**src/rtl/mns_pkg.sv**
```systemverilog
// Package for the melody note sequencer: request codes, command and result types,
// sequencer states and arithmetic constants. Depends on nothing.
package mns_pkg;

	localparam int TABLE_DEPTH_DEF = 32;
	localparam int CMDQ_DEPTH = 2;
	localparam int RESQ_DEPTH = 2;

	localparam logic [2:0] REQ_TICK  = 3'd0;
	localparam logic [2:0] REQ_ADD   = 3'd1;
	localparam logic [2:0] REQ_PLAY  = 3'd2;
	localparam logic [2:0] REQ_STOP  = 3'd3;
	localparam logic [2:0] REQ_CLEAR = 3'd4;

	// x / 10 as (x * RECIP) >> RECIP_SHIFT, exact for x below 2**22
	localparam logic [19:0] RECIP_TEN   = 20'd838861;
	localparam int          RECIP_SHIFT = 23;

	typedef enum logic [2:0] {
		CMD_TICK,
		CMD_ADD,
		CMD_PLAY,
		CMD_STOP,
		CMD_CLEAR,
		CMD_NOP
	} cmd_t;

	typedef struct packed {
		cmd_t        cmd;
		logic [15:0] note_value;
		logic [15:0] note_ms;
	} cmd_entry_t;

	typedef struct packed {
		logic        tone_enable;
		logic [14:0] tone_freq;
		logic        is_playing;
		logic [5:0]  note_position;
		logic [5:0]  stored_notes;
	} result_t;

	typedef enum logic [1:0] {
		ST_IDLE,
		ST_LOAD,
		ST_SCALE,
		ST_EMIT
	} seq_state_t;

endpackage

```
**src/rtl/mns_front.sv**
```systemverilog
// Front end: accepts requests, decodes them into commands and queues them.
// Depends on mns_pkg.
module mns_front import mns_pkg::*; (
	input  logic              clk,
	input  logic              arst_n,
	input  logic              push,
	output logic              full,
	input  logic [2:0]        req_type,
	input  logic signed [15:0] note_value,
	input  logic [15:0]       note_ms,
	output logic              cmd_valid,
	output cmd_entry_t        cmd,
	input  logic              cmd_pop
);

	localparam int FW = $clog2(CMDQ_DEPTH + 1);

	cmd_entry_t       slot_q [CMDQ_DEPTH];
	logic             wr_ptr_q;
	logic             rd_ptr_q;
	logic [FW-1:0]    fill_q;
	cmd_t             kind;
	logic             wr;
	logic             rd;

	always_comb begin
		case (req_type)
			REQ_TICK:  kind = CMD_TICK;
			REQ_ADD:   kind = CMD_ADD;
			REQ_PLAY:  kind = CMD_PLAY;
			REQ_STOP:  kind = CMD_STOP;
			REQ_CLEAR: kind = CMD_CLEAR;
			default:   kind = CMD_NOP;
		endcase
	end

	assign full      = (fill_q == FW'(CMDQ_DEPTH));
	assign cmd_valid = (fill_q != '0);
	assign wr        = push && !full;
	assign rd        = cmd_pop && cmd_valid;
	assign cmd       = slot_q[rd_ptr_q];

	always_ff @(posedge clk) begin
		if (wr) begin
			slot_q[wr_ptr_q] <= '{cmd: kind, note_value: note_value, note_ms: note_ms};
		end
	end

	always_ff @(posedge clk or negedge arst_n) begin
		if (!arst_n) begin
			wr_ptr_q <= 1'b0;
			rd_ptr_q <= 1'b0;
			fill_q   <= '0;
		end else begin
			if (wr) wr_ptr_q <= ~wr_ptr_q;
			if (rd) rd_ptr_q <= ~rd_ptr_q;
			if (wr && !rd) fill_q <= fill_q + FW'(1);
			else if (rd && !wr) fill_q <= fill_q - FW'(1);
		end
	end

endmodule

```
**src/rtl/mns_back.sv**
```systemverilog
// Back end: player sequencer with the note table memory and gate arithmetic.
// Depends on mns_pkg.
module mns_back import mns_pkg::*; #(
	parameter int TABLE_DEPTH = TABLE_DEPTH_DEF
) (
	input  logic       clk,
	input  logic       arst_n,
	input  logic       cmd_valid,
	input  cmd_entry_t cmd,
	output logic       cmd_pop,
	output logic       res_push,
	output result_t    res,
	input  logic       res_full
);

	localparam int AW = (TABLE_DEPTH > 1) ? $clog2(TABLE_DEPTH) : 1;
	localparam int CW = $clog2(TABLE_DEPTH + 1);

	logic [31:0]   mem [TABLE_DEPTH];
	logic [31:0]   rd_data_q;

	seq_state_t    state_q, state_d;
	logic [CW-1:0] count_q;
	logic [CW-1:0] pos_q;
	logic          playing_q;
	logic          sounding_q;
	logic [15:0]   elapsed_q;
	logic [15:0]   note_end_q;
	logic [15:0]   gate_off_q;
	logic [14:0]   freq_q;
	logic [19:0]   dur9_q;
	logic          gate_chk_q;

	logic          take;
	logic          tick_live;
	logic [16:0]   elapsed_inc;
	logic          step;
	logic [CW:0]   pos_inc;
	logic          last;
	logic          rd_en;
	logic          wr_en;
	logic [AW-1:0] rd_addr;
	logic [15:0]   dur;
	logic [39:0]   prod;
	logic [15:0]   gate;
	logic [CW+5:0] pos_ext;
	logic [CW+5:0] count_ext;

	assign take        = (state_q == ST_IDLE) && cmd_valid;
	assign tick_live   = playing_q && (count_q != '0);
	assign elapsed_inc = {1'b0, elapsed_q} + 17'd1;
	assign step        = (elapsed_inc >= {1'b0, note_end_q});
	assign pos_inc     = {1'b0, pos_q} + (CW+1)'(1);
	assign last        = (pos_inc >= {1'b0, count_q});
	assign rd_addr     = (cmd.cmd == CMD_PLAY) ? '0 : pos_inc[AW-1:0];
	assign dur         = (rd_data_q[15:0] == 16'd0) ? 16'd1 : rd_data_q[15:0];
	assign prod        = {20'd0, dur9_q} * {20'd0, RECIP_TEN};
	assign gate        = prod[RECIP_SHIFT+15:RECIP_SHIFT];

	always_comb begin
		state_d = state_q;
		case (state_q)
			ST_IDLE: begin
				if (cmd_valid) begin
					state_d = rd_en ? ST_LOAD : ST_EMIT;
				end
			end
			ST_LOAD:  state_d = ST_SCALE;
			ST_SCALE: state_d = ST_EMIT;
			ST_EMIT: begin
				if (!res_full) state_d = ST_IDLE;
			end
			default:  state_d = ST_IDLE;
		endcase
	end

	always_comb begin
		cmd_pop  = take;
		wr_en    = take && (cmd.cmd == CMD_ADD) && (count_q < CW'(TABLE_DEPTH));
		rd_en    = take && (((cmd.cmd == CMD_PLAY) && (count_q != '0)) ||
			((cmd.cmd == CMD_TICK) && tick_live && step && !last));
		res_push = (state_q == ST_EMIT) && !res_full;
	end

	always_ff @(posedge clk) begin
		if (wr_en) mem[count_q[AW-1:0]] <= {cmd.note_value, cmd.note_ms};
		if (rd_en) rd_data_q <= mem[rd_addr];
	end

	always_ff @(posedge clk or negedge arst_n) begin
		if (!arst_n) begin
			state_q    <= ST_IDLE;
			count_q    <= '0;
			pos_q      <= '0;
			playing_q  <= 1'b0;
			sounding_q <= 1'b0;
			elapsed_q  <= '0;
			note_end_q <= '0;
			gate_off_q <= '0;
			gate_chk_q <= 1'b0;
		end else begin
			state_q <= state_d;
			case (state_q)
				ST_IDLE: begin
					if (cmd_valid) begin
						case (cmd.cmd)
							CMD_TICK: begin
								if (tick_live) begin
									if (step) begin
										elapsed_q <= 16'(elapsed_inc - {1'b0, note_end_q});
										pos_q     <= pos_inc[CW-1:0];
										if (last) begin
											playing_q  <= 1'b0;
											sounding_q <= 1'b0;
										end
										gate_chk_q <= 1'b1;
									end else begin
										elapsed_q <= elapsed_inc[15:0];
										if (sounding_q && elapsed_inc >= {1'b0, gate_off_q})
											sounding_q <= 1'b0;
									end
								end
							end
							CMD_ADD: begin
								if (wr_en) count_q <= count_q + CW'(1);
							end
							CMD_PLAY: begin
								if (count_q == '0) begin
									playing_q  <= 1'b0;
									sounding_q <= 1'b0;
								end else begin
									playing_q  <= 1'b1;
									pos_q      <= '0;
									elapsed_q  <= '0;
									gate_chk_q <= 1'b0;
								end
							end
							CMD_STOP: begin
								playing_q  <= 1'b0;
								sounding_q <= 1'b0;
							end
							CMD_CLEAR: begin
								count_q    <= '0;
								pos_q      <= '0;
								playing_q  <= 1'b0;
								sounding_q <= 1'b0;
								elapsed_q  <= '0;
								note_end_q <= '0;
								gate_off_q <= '0;
							end
							default: begin
							end
						endcase
					end
				end
				ST_LOAD: begin
					note_end_q <= dur;
					sounding_q <= (rd_data_q[31:16] != 16'd0) && !rd_data_q[31];
				end
				ST_SCALE: begin
					gate_off_q <= gate;
					if (gate_chk_q && sounding_q && elapsed_q >= gate) sounding_q <= 1'b0;
				end
				default: begin
				end
			endcase
		end
	end

	always_ff @(posedge clk) begin
		if (state_q == ST_LOAD) begin
			freq_q <= rd_data_q[30:16];
			dur9_q <= {1'b0, dur, 3'b000} + {4'd0, dur};
		end
	end

	assign pos_ext   = {6'd0, pos_q};
	assign count_ext = {6'd0, count_q};

	always_comb begin
		res.tone_enable   = sounding_q;
		res.tone_freq     = sounding_q ? freq_q : 15'd0;
		res.is_playing    = playing_q;
		res.note_position = pos_ext[5:0];
		res.stored_notes  = count_ext[5:0];
	end

endmodule

```
**src/rtl/mns_out_queue.sv**
```systemverilog
// Result queue between the sequencer and the result ports.
// Depends on mns_pkg.
module mns_out_queue import mns_pkg::*; (
	input  logic    clk,
	input  logic    arst_n,
	input  logic    res_push,
	input  result_t res,
	output logic    res_full,
	output logic    empty,
	input  logic    pop,
	output result_t head
);

	localparam int FW = $clog2(RESQ_DEPTH + 1);

	result_t       slot_q [RESQ_DEPTH];
	logic          wr_ptr_q;
	logic          rd_ptr_q;
	logic [FW-1:0] fill_q;
	logic          rd;

	assign res_full = (fill_q == FW'(RESQ_DEPTH));
	assign empty    = (fill_q == '0);
	assign rd       = pop && !empty;
	assign head     = slot_q[rd_ptr_q];

	always_ff @(posedge clk) begin
		if (res_push) slot_q[wr_ptr_q] <= res;
	end

	always_ff @(posedge clk or negedge arst_n) begin
		if (!arst_n) begin
			wr_ptr_q <= 1'b0;
			rd_ptr_q <= 1'b0;
			fill_q   <= '0;
		end else begin
			if (res_push) wr_ptr_q <= ~wr_ptr_q;
			if (rd) rd_ptr_q <= ~rd_ptr_q;
			if (res_push && !rd) fill_q <= fill_q + FW'(1);
			else if (rd && !res_push) fill_q <= fill_q - FW'(1);
		end
	end

endmodule

```
**src/rtl/melody_note_sequencer_top.sv**
```systemverilog
// Top level of the melody note sequencer: front end, player back end, result queue.
// Depends on mns_pkg, mns_front, mns_back and mns_out_queue.
//
//  channel   handshake           payload
//  request   push / full         req_type, note_value, note_ms
//  result    empty / pop         tone_enable, tone_freq, is_playing,
//                                note_position, stored_notes
//
// The sequencer takes a request from idle to emit; a note start (play, or a tick
// that steps on) passes load, for the registered note table read, and scale, for
// the nine-tenths gate multiply. Two requests and two results may be queued.
// Reset clears all control state at once; the note table has no reset and needs
// no clearing pass. Either side may stall without losing a transfer.
module melody_note_sequencer_top import mns_pkg::*; #(
	parameter int TABLE_DEPTH = TABLE_DEPTH_DEF
) (
	input  logic               clk,
	input  logic               arst_n,
	input  logic               push,
	output logic               full,
	input  logic [2:0]         req_type,
	input  logic signed [15:0] note_value,
	input  logic [15:0]        note_ms,
	output logic               empty,
	input  logic               pop,
	output logic               tone_enable,
	output logic [14:0]        tone_freq,
	output logic               is_playing,
	output logic [5:0]         note_position,
	output logic [5:0]         stored_notes
);

	logic       cmd_valid;
	cmd_entry_t cmd;
	logic       cmd_pop;
	logic       res_push;
	result_t    res;
	logic       res_full;
	result_t    head;

	mns_front u_front (
		.clk        (clk),
		.arst_n     (arst_n),
		.push       (push),
		.full       (full),
		.req_type   (req_type),
		.note_value (note_value),
		.note_ms    (note_ms),
		.cmd_valid  (cmd_valid),
		.cmd        (cmd),
		.cmd_pop    (cmd_pop)
	);

	mns_back #(.TABLE_DEPTH(TABLE_DEPTH)) u_back (
		.clk       (clk),
		.arst_n    (arst_n),
		.cmd_valid (cmd_valid),
		.cmd       (cmd),
		.cmd_pop   (cmd_pop),
		.res_push  (res_push),
		.res       (res),
		.res_full  (res_full)
	);

	mns_out_queue u_outq (
		.clk      (clk),
		.arst_n   (arst_n),
		.res_push (res_push),
		.res      (res),
		.res_full (res_full),
		.empty    (empty),
		.pop      (pop),
		.head     (head)
	);

	assign tone_enable   = head.tone_enable;
	assign tone_freq     = head.tone_freq;
	assign is_playing    = head.is_playing;
	assign note_position = head.note_position;
	assign stored_notes  = head.stored_notes;

endmodule

```
**config.mk**
```make
export PLATFORM = sky130hd
export DESIGN_NAME = melody_note_sequencer_top
export DESIGN_NICKNAME = d
export VERILOG_FILES = /design/src/rtl/mns_pkg.sv /design/src/rtl/mns_front.sv /design/src/rtl/mns_back.sv /design/src/rtl/mns_out_queue.sv /design/src/rtl/melody_note_sequencer_top.sv
export SDC_FILE = /design/constraint.sdc
export NUM_CORES = 2
export LEC_CHECK = 0
export ABC_CLOCK_PERIOD_IN_PS = 9700
export BUFFER_PORTS_ARGS = -buffer_cell sky130_fd_sc_hd__buf_2
export CORE_ASPECT_RATIO = 1.2
export CORE_UTILIZATION = 55
export CTS_BUF_LIST = sky130_fd_sc_hd__clkbuf_8
export CTS_CLUSTER_SIZE = 12
export DETAILED_ROUTE_END_ITERATION = 10
export PLACE_DENSITY_LB_ADDON = 0.05
export RECOVER_POWER = 25
export SYNTH_ARGS = -nofsm -noshare
export SYNTH_HDL_FRONTEND = slang
export SYNTH_SLANG_ARGS = --single-unit
```
**constraint.sdc**
```tcl
create_clock -name clk -period 9.7 [get_ports clk]
set_input_delay 1.94 -clock clk [delete_from_list [all_inputs] [get_ports clk]]
set_output_delay 1.94 -clock clk [all_outputs]
set_load 0.005 [all_outputs]
```
==> results.py <==
metrics = {
    "yosys": {
        "yosysWarningCount": 0,
        "synth_most_common_cell": "edfxtp_1",
        "async_reset_ff_share_pct": 5.650,
        "synth_top_family_by_area": "adder cells",
        "synth_compound_area_share_pct": 9.934,
        "synth_area_leader_cell": "edfxtp_1",
        "ys_types": 69,
        "synth_area_leaders": "edfxtp_1 62%, ha_1 5.9%, fa_1 4.5%",
        "synthTopCellsByCount": "1219 x edfxtp_1, 367 x nand2_1, 277 x ha_1, 267 x inv_1, 202 x o21ai_0",
        "ys_ff_latch": 1292,
        "synth_top_area_share_pct": 61.89,
        "synth_ff_type": "edfxtp_1",
        "synth_edf_count": 1219,
        "syn_inst": 4061,
        "yosysSeqAreaShare_pct": 64.97,
        "synth-simple-area-share_pct": 5.760,
        "syn-num-nets": 4510,
        "synth_mux_area_share_pct": 4.355,
        "mappedNetlistArea_um2": 59150,
        "avgSynthCellArea_um2": 14.57,
        "synth_xor_area_share_pct": 1.288,
        "synthAdderAreaFrac_pct": 10.36,
    },
    "setup_path": {
        "startpoint_type": "flip-flop",
        "worstPathMaxFanout": 7,
        "worst_path_most_repeated_cell": "fa_1",
        "cp.required_ps": 10470,
        "cp.buffers_inverters": 4,
        "path_class": "reg -> reg",
        "worstPathArrival_ps": 9280,
        "cp-end-kind": "flip-flop",
        "max_stage_delay_ps": 590,
        "cp_slowest_cell": "a221oi_2",
        "critical-path-top-delay-family": "adder cells",
    },
    "timing": {
        "rsz0062_at_grt": "no",
        "min_period_ps": 8507,
        "report.final.hold_viol_count": 0,
        "finalSetupViolCount": 0,
        "fin_crit_sh_pct": 87.70,
        "drv_slew": 227,
        "clock.fmax_mhz": 117.6,
        "fin_setup_tns_ps": 0,
        "worst_slew_pin_slew_ps": 4208,
        "relSlewSlack_pct": -180.5,
        "fin_skew_ps": 34.60,
    },
    "floorplanning": {
        "fp.dieH_um": 361.2,
        "dieArea_um2": 108900,
        "ioPinCount": 70,
        "start_util_pct": 55.60,
        "core_um2": 106400,
        "rows": 131,
        "die_w_um": 301.4,
    },
    "clocking": {
        "cts_sinks": 1292,
        "numCtsBuffers": 196,
        "post_cts_buffers": 0,
        "cts_hold_repair.buffers": 0,
        "cts_tree": "built",
        "cts-root-buf": "clkbuf_8",
        "clock_path_buffers": 3,
        "clkTransAtPathRegs_ps": 60,
        "htreeDepth": 4,
        "cts_resized": 0,
        "clk_latency_ps": 890,
    },
    "status": {
        "violations": "DRC, capacitance limit, slew limit",
        "outcome": "finished with violations",
    },
    "final_layout": {
        "drive_above_1_share_pct": 12.60,
        "fin_util_pct": 60.72,
        "syn2layout_area_growth_pct": 9.208,
        "fin_nets": 4612,
    },
    "global_routing": {
        "grt_usage_pct": 28.66,
        "grt_pass1_vias": 34710,
        "antenna_found_initial": 12,
        "grt_overflow": 0,
        "grt_max_degree": 175,
        "grt_pass1_wl_mm": 225.1,
    },
    "drt": {
        "wl_per_cell_um": 27.00,
        "drtPass1Iterations": 9,
        "drt-vias-per-instance": 6.110,
        "drc": 24,
        "drtAntennaViolNets": 0,
        "wirelength_mm": 154.5,
        "routed-via-count": 34960,
        "drt_iter0_markers": 2876,
    },
    "job": {
        "maxCapViolations": 5,
    },
    "min_path": {
        "hp-class": "reg -> reg",
    },
    "place": {
        "place.gp.congestion": 0.8902,
        "hpwl_mm": 85.38,
        "io_buffers": 69,
    },
}
## logic make-up after synthesis
logic type               Yosys count
flip-flops                      1292
multiplexers                     165
AND/OR/NAND/NOR                  731
XOR/XNOR                          87
buffers and inverters            495
adder cells (fa/ha/maj)          410
AO/OA/AOI/OAI                    881
## worst register-to-register path, cell delays in order (launching register included)
cell and delay [ps]:
edfxtp_1 520, ha_1 390, fa_1 530, ha_1 310
inv_1 60, fa_1 510, inv_1 60, fa_1 440
fa_1 520, inv_1 50, fa_1 480, inv_1 40
ha_1 280, a211oi_1 210, o21ai_0 110, a221oi_1 320
o211ai_1 330, a221oi_2 590, o21ai_1 340, a221oi_1 430
xor2_1 160, ha_1 320, nand4_1 80, or4_1 400
a21oi_1 130, a21oi_1 70, or4_1 530, a31o_1 210
## final timing paths
| path | startpoint | endpoint | slack [ps] | cells after the start |
|---|---|---|---|---|
| setup / recovery | u_back.dur9_q[7] | u_back.sounding_q | 1190 | 27 |
| hold / removal | u_back.note_end_q[7] | u_back.note_end_q[7] | 480 | 2 |
| setup reg to reg | u_back.dur9_q[7] | u_back.sounding_q | 1190 | 27 |
| hold reg to reg | u_back.note_end_q[7] | u_back.note_end_q[7] | 480 | 2 |
| max in group asynchronous | arst_n | u_front.rd_ptr_q | 4470 | 1 |
| min in group asynchronous | arst_n | u_outq.rd_ptr_q | 2530 | 1 |
## per-layer routing
metal  vias to the layer above  part of all wire [%]  GRT usage (%)
li1                      15660                     -              -
met1                     17930                    41          37.14
met2                      1094                    51          48.15
met3                       273                   5.4          4.558
met4                         2                   3.3          11.64
met5                         -                0.0084              0
## per-stage QoR
stage	hold WS, ps	cell area, um^2	setup slack (ps)	instances
2_1_floorplan	426.8	59150	2283	4061
3_3_place_gp	461.3	61120	1370	5361
3_5_place_dp	469.4	61120	1202	5361
4_1_cts	469.8	64620	1207	5714
5_1_grt	493.0	64590	825.6	5720
6_report	480.8	64600	1193	5722
## registers in the layout, indices dropped and copies added, names as in the netlist, 15 cells and up
name,count
u_back.mem,1024
u_front.slot_q,70
u_outq.slot_q,58
u_back.rd_data_q,32
u_back.dur9_q,20
u_back.elapsed_q,16
u_back.gate_off_q,16
u_back.note_end_q,16
u_back.freq_q,15
## final cells by class
class | instances | area [um^2]
Antenna cell | 8 | 20.02
Tap cell | 1396 | 1747
Multi-Input combinational cell | 2274 | 19060
Timing Repair Buffer | 130 | 827.0
Sequential cell | 1292 | 38430
Clock inverter | 148 | 673.1
Clock buffer | 205 | 2821
Inverter | 269 | 1017
Fill cell | 8235 | 41780
## cells in the final DEF (no fill, tap or decap), drive strengths merged, types with 6 or more instances in the layout
cell type and n:
a211oi 137, a21o 29, a21oi 52, a22o 7
a31oi 135, and2 150, and3 17, buf 107
clkbuf 228, clkinv 75, dfrtp 73, diode 8
edfxtp 1219, fa 133, ha 277, inv 336
mux2 96, mux4 64, nand2 369, nand2b 10
nand3 35, nand4 12, nor2 88, nor2b 6
nor3 18, nor4 8, o211ai 7, o21a 6
o21ai 206, o21bai 7, o221ai 130, o22ai 129
o31ai 10, xnor2 47, xor2 40
Power is not shown: default switching activity piles up to over one toggle a cycle in this logic, so the estimate is an artifact.
